`config.mk`:
```
export PLATFORM = sky130hd
export DESIGN_NAME = fnpc_back
export DESIGN_NICKNAME = d
export VERILOG_FILES = /design/src/sv/fnpc_pkg.sv /design/src/sv/fnpc_back.sv
export SDC_FILE = /design/constraint.sdc
export NUM_CORES = 1
export LEC_CHECK = 0
export BUFFER_PORTS_ARGS = -buffer_cell sky130_fd_sc_hd__clkbuf_2
export CAP_MARGIN = 20
export CORE_MARGIN = 3
export CORE_UTILIZATION = 55
export DETAILED_ROUTE_END_ITERATION = 8
export HOLD_SLACK_MARGIN = 0.02
export PLACE_DENSITY = 0.76
export RECOVER_POWER = 100
export SLEW_MARGIN = 20
export SYNTH_ARGS = -nofsm -noshare
export SYNTH_HDL_FRONTEND = slang
export SYNTH_SLANG_ARGS = --single-unit
```
`constraint.sdc`:
```
create_clock -name i_clk -period 5.1 [get_ports i_clk]
set_input_delay 0 -clock i_clk [delete_from_list [all_inputs] [get_ports i_clk]]
set_output_delay 0 -clock i_clk [all_outputs]
set_load 0.02 [all_outputs]
```
`src/sv/fnpc_pkg.sv`:
```
// Shared constants, types and item record of the peak clipping filter.
package fnpc_pkg;

    localparam int MAX_WIDTH     = 1024;
    localparam int PIXEL_BITS    = 16;
    localparam int COL_BITS      = $clog2(MAX_WIDTH);
    localparam int WIDTH_BITS    = 11;
    localparam int FIFO_DEPTH    = 4;
    localparam int FIFO_PTR_BITS = $clog2(FIFO_DEPTH);
    localparam int FIFO_CNT_BITS = $clog2(FIFO_DEPTH + 1);

    typedef logic [PIXEL_BITS-1:0]    t_pixel;
    typedef logic [COL_BITS-1:0]      t_col;
    typedef logic [WIDTH_BITS-1:0]    t_width;
    typedef logic [FIFO_CNT_BITS-1:0] t_level;

    localparam t_width WIDTH_RESET = t_width'(MAX_WIDTH);

    localparam logic KIND_PIXEL = 1'b0;
    localparam logic KIND_DRAIN = 1'b1;

    // One pixel to be clipped: center value and its neighbours, absent ones zero.
    typedef struct packed {
        t_pixel center;
        t_pixel up;
        t_pixel down;
        t_pixel left;
        t_pixel right;
        logic   row_end;
        logic   frame_end;
    } t_job;

    typedef struct packed {
        t_level level;
    } t_q_status;

endpackage

```
`src/sv/fnpc_back.sv`:
```
// Back end: item queue and the peak clip applied to the oldest item.
module fnpc_back
    import fnpc_pkg::*;
(
    input  logic      i_clk,
    input  logic      i_rst_n,
    input  logic      i_job_valid,
    input  t_job      i_job,
    input  logic      i_pop,
    output logic      o_empty,
    output t_pixel    o_value,
    output logic      o_row_end,
    output logic      o_frame_end,
    output t_q_status o_q_status
);

    t_job                     r_q [FIFO_DEPTH];
    logic [FIFO_PTR_BITS-1:0] r_wp, r_rp;
    t_level                   r_level;

    logic   pop;
    t_job   head;
    t_pixel max_ud, max_lr, max_all;
    logic   peak;

    assign o_empty = r_level == '0;
    assign pop     = i_pop && !o_empty;
    assign head    = r_q[r_rp];

    always_ff @(posedge i_clk) begin
        if (!i_rst_n) begin
            r_wp    <= '0;
            r_rp    <= '0;
            r_level <= '0;
        end else begin
            if (i_job_valid) begin
                r_wp <= (r_wp == FIFO_PTR_BITS'(FIFO_DEPTH - 1)) ? '0 : r_wp + 1'b1;
            end
            if (pop) begin
                r_rp <= (r_rp == FIFO_PTR_BITS'(FIFO_DEPTH - 1)) ? '0 : r_rp + 1'b1;
            end
            r_level <= r_level + t_level'(i_job_valid) - t_level'(pop);
        end
    end

    always_ff @(posedge i_clk) begin
        if (i_job_valid) begin
            r_q[r_wp] <= i_job;
        end
    end

    assign max_ud  = (head.up > head.down) ? head.up : head.down;
    assign max_lr  = (head.left > head.right) ? head.left : head.right;
    assign max_all = (max_ud > max_lr) ? max_ud : max_lr;
    assign peak    = (head.up < head.center) && (head.down < head.center) &&
                     (head.left < head.center) && (head.right < head.center);

    assign o_value          = peak ? max_all : head.center;
    assign o_row_end        = head.row_end;
    assign o_frame_end      = head.frame_end;
    assign o_q_status.level = r_level;

endmodule

```
==> impl_results.md, run 1 <==
* Status: complete, but fails checks
* Failing checks: max-capacitance violations, max-slew violations, negative setup slack
* Critical path's slowest cell: mux4_2
* Register area share after synthesis at 61.9%
* Post-Syn Area per Cell at 15.2 µm²
* Fill cells at 1859
* Skew final at around 16 ps
* Flops & latches, synth at between 300 and 400
* Placed Cells at 1636
* VDD IR max at a little under 0.0004 V
* Clock slew at the register clock pins of the worst setup and hold paths at ~60 ps
* Synth Net Count at roughly 1300
* Area of all sequential standard cells at between 0.01 and 0.015 mm²
* Non-Filler Instances at 1827
* Pwr/cell area at ~560 mW/mm²
* Final Hold Fails at 0
* Overall routing resource usage at 26.9%
* Worst-path cell chain: buf_12 > buf_4 > mux4_2 > ha_4 > nand4_1 > buf_4 > nor4_4 > nor3_4 > o31a_2 > o21ai_1 > nand2_1 > ha_1 > and4_1 > nand3_2 > buf_4 > a211oi_4 > o21ai_4 > buf_4 > buf_4 > and3_1 > o31ai_4 > clkbuf_8
* Antenna-violating nets left at 0
* Layout area overhead at 30.2%
* Layout cells sized above 1 at between 20 and 30%
* Initial core utilization at a little under three fifths
* Final #Nets at between 1500 and 2000
* DP HPWL at 28200 µm
* Die Y at about 180 µm
* DRT Wirelength at 43400 µm
* Buf/Inv on CP at 7
* Clock Latency Late Sink at 530 ps
* Final setup viols at 16
* Final core occ at 73.1%
* Die area at between 0.03 and 0.04 mm²
* DP Area at 0.0181 mm²
* WS Path Type: reg -> out
* Setup_tns at -5370 ps
* Port bufs at between 100 and 150
* Worst min path class: in -> reg
* Iter 0 DRT Violations at between 1000 and 1500
* Asr flop ratio synth at 0%
* Area of the multi-input gates at roughly 0.0063 mm²
* Core Region at just under 0.03 mm²
* MaxCap Viol Count at 4
* Worst setup SP type: flip-flop
* Netlist cell types at between 40 and 50
* Initial antenna violation count at 3
* Number of CTS-inserted buffers at 35
* Vias in the first global route at 11000
* Drt first pass iters at 7
* Required @ worst endpoint at 5100 ps
* Leakage at around 7.8 nW
* Post-layout min period at between 5000 and 6000 ps
* Cell area after layout at approximately 0.021 mm²
* Post-route setup slack at -382 ps
* CP max FO at 8
* Crit end category: primary output
* Power after layout at about 12 mW
* Vias per cell at 5.97
* Final period utilization at 107%
* DR WL met2 at between 20000 and 25000 µm
* FP Rows at between 60 and 70
* Post-Syn Instances at between 1000 and 1500
* Met3 WL post-DR at 3170 µm
* Root Buffer: clkbuf_16
* Top Metal Used: met4
* CP arrival at ~5500 ps
* H-tree depth at 2
* CTS tree: yes
* Cell mode on critical path: buf_4
* Number of flops mapped to enable cells by yosys at 328
* Slew @ Worst Pin at approximately 3900 ps
* M1 WL at around 17000 µm
* # IOs at about 110
* Post-DR wirelength/cell at roughly 24 µm
* Dominant synthesized flop cell: edfxtp_1
* Post-route DRC at 0
* Largest net degree at the start of global routing at between 50 and 60
* Setup WS pre-CTS at -149 ps
* # clock sinks at ~340
* Crit path largest cell delay at 560 ps
* Global placer's final weighted congestion at approximately 1
* First-pass GRT wire length at 63900 µm
* Max-slew violations at between 150 and 200
* Hold WS at around 280 ps
* Syn. warnings at 0
* RSZ-0062 raised after global routing: true
* Remaining Overflow, GRT at 0
* Die Width at 178 µm
* Vias at about 11000
* Worst rel slew slack at -159%
* Clock tree buffer depth at 3
* Max Clock Freq at about 180 MHz
* Top delay family on crit path: simple AND/OR/NAND/NOR gates
* Cell area after synthesis at roughly 0.016 mm²
==> layer usage <==
| layer | up-vias | GRT usage (%) |
|---|---|---|
| met5 | - | 0 |
| met2 | 449 | 45.5 |
| met3 | 97 | 5.09 |
| met4 | 0 | 8.61 |
| met1 | 5438 | 35.5 |
| li1 | 4923 | - |
==> final timing paths <==
kind,from,end,slack [ps],cells past startpoint
hold reg to reg,r_wp[1],r_wp[1],560,2
setup / recovery,flip-flop,o_value[8],-380,22
setup reg to reg,r_wp[0],r_q[2][22],570,4
hold / removal,i_job[5],r_q[0][5],280,2
==> logic make-up after synthesis <==
family | Yosys count | share of synthesized area (%)
AO/OA/AOI/OAI | 189 | 8.36
XOR/XNOR | 2 | 0.108
adder cells (fa/ha/maj) | 116 | 9.01
AND/OR/NAND/NOR | 202 | 6.64
flip-flops | 337 | 61.9
multiplexers | 115 | 11.4
buffers and inverters | 102 | 2.57
==> placed cells by master (no fill, tap or decap), types with 36 or more instances in the layout <==
cell type      Yosys  routed
edfxtp_1         328     328
mux4_2            50      50
ha_1             115      98
buf_4              0     137
dlygate4sd3_1      0      86
clkbuf_16          0      38
inv_1             61      61
nand2_1           53      52
clkbuf_1          28      95
nand3_1           39      36
==> repair_timing <==
item | in CTS | in global routing
hold buffers | 86 | 0
buffers inserted | 20 | 12
endpoints found under the setup margin | 16 | 16
pin swaps | 16 | 12
endpoints found under the hold margin | 337 | 0
gates resized for setup | 104 | 78
gates cloned | 3 | 3
==> final cells by class <==
cell class | instances | share of cell area, %
Clock inverter | 19 | 0.955
Timing Repair Buffer | 352 | 13.6
Sequential cell | 337 | 47.6
Clock buffer | 45 | 4.43
Inverter | 61 | 1.09
Multi-Input combinational cell | 626 | 30.0
Tap cell | 384 | 2.28
Antenna cell | 3 | 0.0356
==> worst register-to-register path, stage by stage (launching register included) <==
cell	delay, ps
dfxtp_1	350
inv_1	100
ha_1	140
and2_0	2760
buf_4	790
==> sequential cells by signal (all words and copies together) (netlist names), named ones only <==
register,count
o_q_status,3
r_rp,2
r_q,328
r_wp,2
==> where the power goes <==
group          internal (mW)  switching (mW)
sequential              3.19          0.0517
combinational           2.76            3.21
clock                   1.46            1.04
==> synth_stat cells, drive strengths merged, types with 6 or more instances <==
library cell  instances  area share, %
nor2b                13           0.50
inv                  61            1.4
a21o                 20           0.93
o211ai                6           0.28
buf                  13           0.51
and3                 33            1.3
nand2                53            1.2
edfxtp              328             61
o31ai                34            2.4
nand4                18           0.70
and2                 21           0.81
clkbuf               28           0.65
dfxtp                 9            1.1
nand3                39            1.2
mux2i                33            2.0
a21oi                32           0.99
nor2                  7           0.16
ha                  115            8.9
mux4                 52            7.3
mux2                 30            2.1
o21ai                72            2.2
Power figures use the tool's default switching activity.
==> run 2: changes to the inputs <==
CORE_MARGIN = 2   (was 3)
REMOVE_ABC_BUFFERS = 1   (was not set)
==> run 2 against run 1 <==
The run still ends with max-capacitance violations, max-slew violations, negative setup slack left. Sequential power is essentially flat. Wire length shrank 0.67%. Clock skew about the same. Register-to-register slack worse by 210 ps. Critical endpoint is now o_value[5]. Highest routed layer unchanged.
==> impl_results.md, run 2 (same netlist as run 1, synthesis figures left out) <==
* Final core occ at 75.7% (was 73.1%)
* Antenna-violating nets left at 0 (unchanged)
* Initial core utilization at 56.1% (unchanged)
* Failing checks: max-capacitance violations, max-slew violations, negative setup slack (unchanged)
* Die Y at 176 µm (was 178 µm)
* Die area at 0.0308 mm² (was 0.0316 mm²)
* Fill cells at 1692 (was 1859)
* Hold WS at 260 ps (was 280 ps)
* Worst-path cell chain: buf_12 > buf_16 > buf_4 > mux4_2 > ha_1 > nand4_1 > nor4_4 > buf_4 > nor3_4 > o31a_4 > buf_4 > nor2_2 > a21oi_1 > ha_2 > nor2b_2 > o21a_1 > o211ai_1 > a211oi_4 > o21a_2 > and3_1 > o31ai_4 > clkbuf_8 (was buf_12 > buf_4 > mux4_2 > ha_4 > nand4_1 > buf_4 > nor4_4 > nor3_4 > o31a_2 > o21ai_1 > nand2_1 > ha_1 > and4_1 > nand3_2 > buf_4 > a211oi_4 > o21ai_4 > buf_4 > buf_4 > and3_1 > o31ai_4 > clkbuf_8)
* WHS Path Cells at 2 (unchanged)
* Skew final at 16.2 ps (was 16.1 ps)
* Root Buffer: clkbuf_16 (unchanged)
* H-tree depth at 2 (unchanged)
* Top delay family on crit path: compound AO/OA/AOI/OAI gates (was simple AND/OR/NAND/NOR gates)
* First-pass GRT wire length at 62900 µm (was 63900 µm)
* Vias per cell at 6.12 (was 5.97)
* CTS tree: yes (unchanged)
* DP Area at 0.0180 mm² (was 0.0181 mm²)
* Drt first pass iters at 6 (was 7)
* MaxCap Viol Count at 4 (unchanged)
* Met1 Usage GRT at 33.9% (was 35.5%)
* Antenna cells at 0 (was 3)
* Internal power at 8.03 mW (was 7.42 mW)
* Flop pwr share at 25.6% (was 27.7%)
* Post-route DRC at 0 (unchanged)
* Hold EP: r_q[2][68] (was r_q[0][5])
* VDD IR max at 0.000426 V (was 0.000393 V)
* Die Width at 176 µm (was 178 µm)
* Iter 0 DRT Violations at 1123 (was 1008)
* Layout area overhead at 34.9% (was 30.2%)
* Grt met2 use at 47.9% (was 45.5%)
* Cell area after layout at 0.0219 mm² (was 0.0211 mm²)
* Vias at 11283 (was 10907)
* Global placer's final weighted congestion at 0.910 (was 1.02)
* CP max FO at 15 (was 8)
* R2r startpoint: r_wp[0] (unchanged)
* Sw Ratio at 36.7% (about the same)
* FP Rows at 62 (unchanged)
* Slew @ Worst Pin at 4220 ps (was 3890 ps)
* # clock sinks at 337 (unchanged)
* Final period utilization at 109% (was 107%)
* Pwr/cell area at 581 mW/mm² (was 556 mW/mm²)
* Overall routing resource usage at 26.7% (was 26.9%)
* Layout cells sized above 1 at 34.3% (was 28.6%)
* Status: complete, but fails checks (unchanged)
* Post-layout min period at 5540 ps (was 5480 ps)
* Power share of the combinational group at 52.8% (was 51.0%)
* CP Depth at 22 (unchanged)
* Hold Path Origin: i_job[68] (was i_job[5])
* Crit end category: primary output (unchanged)
* Clock power share at 21.7% (was 21.4%)
* DRT Wirelength at 43100 µm (was 43400 µm)
* Non-Filler Instances at 1843 (was 1827)
* Commonest non-fill, non-tap cell in the layout: edfxtp_1 (unchanged)
* Number of CTS-inserted buffers at 36 (was 35)
* Clock tree buffer depth at 3 (unchanged)
* Initial antenna violation count at 0 (was 3)
* Worst rel slew slack at -181% (was -159%)
* Post-DR wirelength/cell at 23.4 µm (was 23.8 µm)
* Largest register by flop count: r_q (unchanged)
* Leading cell types in the layout, fill and taps excluded: edfxtp_1 (328), buf_4 (137), clkbuf_1 (91) (was edfxtp_1 (328), buf_4 (137), ha_1 (98))
* Crit path largest cell delay at 530 ps (was 560 ps)
* NetSw at 4.66 mW (was 4.31 mW)
* DP HPWL at 24700 µm (was 28200 µm)
* Critical path's slowest cell: mux4_2 (unchanged)
* Required @ worst endpoint at 5100 ps (about the same)
* Grt met3 use at 3.85% (was 5.09%)
* Final Hold Fails at 0 (unchanged)
* Max-slew violations at 176 (was 171)
* CP arrival at 5540 ps (was 5480 ps)
* Placed Cells at 1626 (was 1636)
* Leakage at 8.06 nW (was 7.81 nW)
* Max reg flops at 328 (unchanged)
* R2R Setup Slk at 360 ps (was 570 ps)
* Max Clock Freq at 180 MHz (was 182 MHz)
* Worst setup SP type: flip-flop (unchanged)
* R2R depth at 4 (unchanged)
* Clock Latency Late Sink at 540 ps (was 530 ps)
* Core Region at 0.0289 mm² (unchanged)
* Remaining Overflow, GRT at 0 (unchanged)
* R2r endpoint: r_q[2][10] (was r_q[2][22])
* Buf/Inv on CP at 6 (was 7)
* Cell mode on critical path: buf_4 (unchanged)
* Clock slew at the register clock pins of the worst setup and hold paths at 60 ps (about the same)
* Worst min path class: in -> reg (unchanged)
* Busiest grt layer: met2 (unchanged)
* Final #Nets at 1634 (was 1615)
* Final setup viols at 16 (unchanged)
* Post-route setup slack at -444 ps (was -382 ps)
* Port bufs at 107 (unchanged)
* Vias in the first global route at 11487 (was 11000)
* RSZ-0062 raised after global routing: true (unchanged)
* WS Path Type: reg -> out (unchanged)
* # IOs at 108 (unchanged)
* Largest net degree at the start of global routing at 55 (was 52)
## run 2: area by class of cell
type / count / area (µm²) / area share, %
Clock buffer: 42 / 933 / 4.27
Sequential cell: 337 / 10000 / 45.9
Timing Repair Buffer: 369 / 3120 / 14.3
Tap cell: 384 / 480 / 2.20
Multi-Input combinational cell: 627 / 6730 / 30.8
Inverter: 61 / 229 / 1.05
Clock inverter: 23 / 323 / 1.48
## run 2: worst register-to-register path, stage by stage, from the launching register on
cell     delay [ps]
dfxtp_1         350
inv_1            90
ha_1            130
and2_0         3000
buf_4           790
## run 2: per-stage QoR
step | setup slack, ps | power [mW] | setup TNS [ps]
floorplan | -2920 | 6.26 | -42970
global placement | -128 | 7.76 | -1150
detailed placement | -47.5 | 7.86 | -52.9
CTS | -305 | 11.5 | -4040
global route | -606 | 13.2 | -8550
finish | -444 | 12.7 | -6290
## run 2: worst max-delay path by stage
stage / to / slack (ps)
floorplan: o_value[0] / -2920
global placement: o_value[13] / -130
detailed placement: o_value[12] / -50
CTS: o_value[9] / -300
global route: o_value[5] / -610
finish: o_value[5] / -440
## run 2: routing by layer
| layer | vias to the layer above | wire [µm] |
|---|---|---|
| met5 | - | 0 |
| met4 | 0 | 1730 |
| met3 | 161 | 3060 |
| met2 | 564 | 21800 |
| met1 | 5589 | 16500 |
| li1 | 4969 | - |
## run 2: repair_timing
item | in CTS | in global routing
setup buffers | 38 | 17
hold buffers | 85 | 0
cloned | 9 | 3
resized for setup | 134 | 151
setup endpoints to repair | 16 | 16
pin swaps | 40 | 51
hold endpoints to repair | 337 | 0
## run 2: power groups by stage
stage	combinational [mW]	sequential (mW)	clock [mW]
global route	7.09	3.26	2.89
CTS	5.51	3.24	2.77
floorplan	2.86	3.40	0
finish	6.70	3.25	2.75
global placement	4.48	3.28	0
detailed placement	4.57	3.29	0
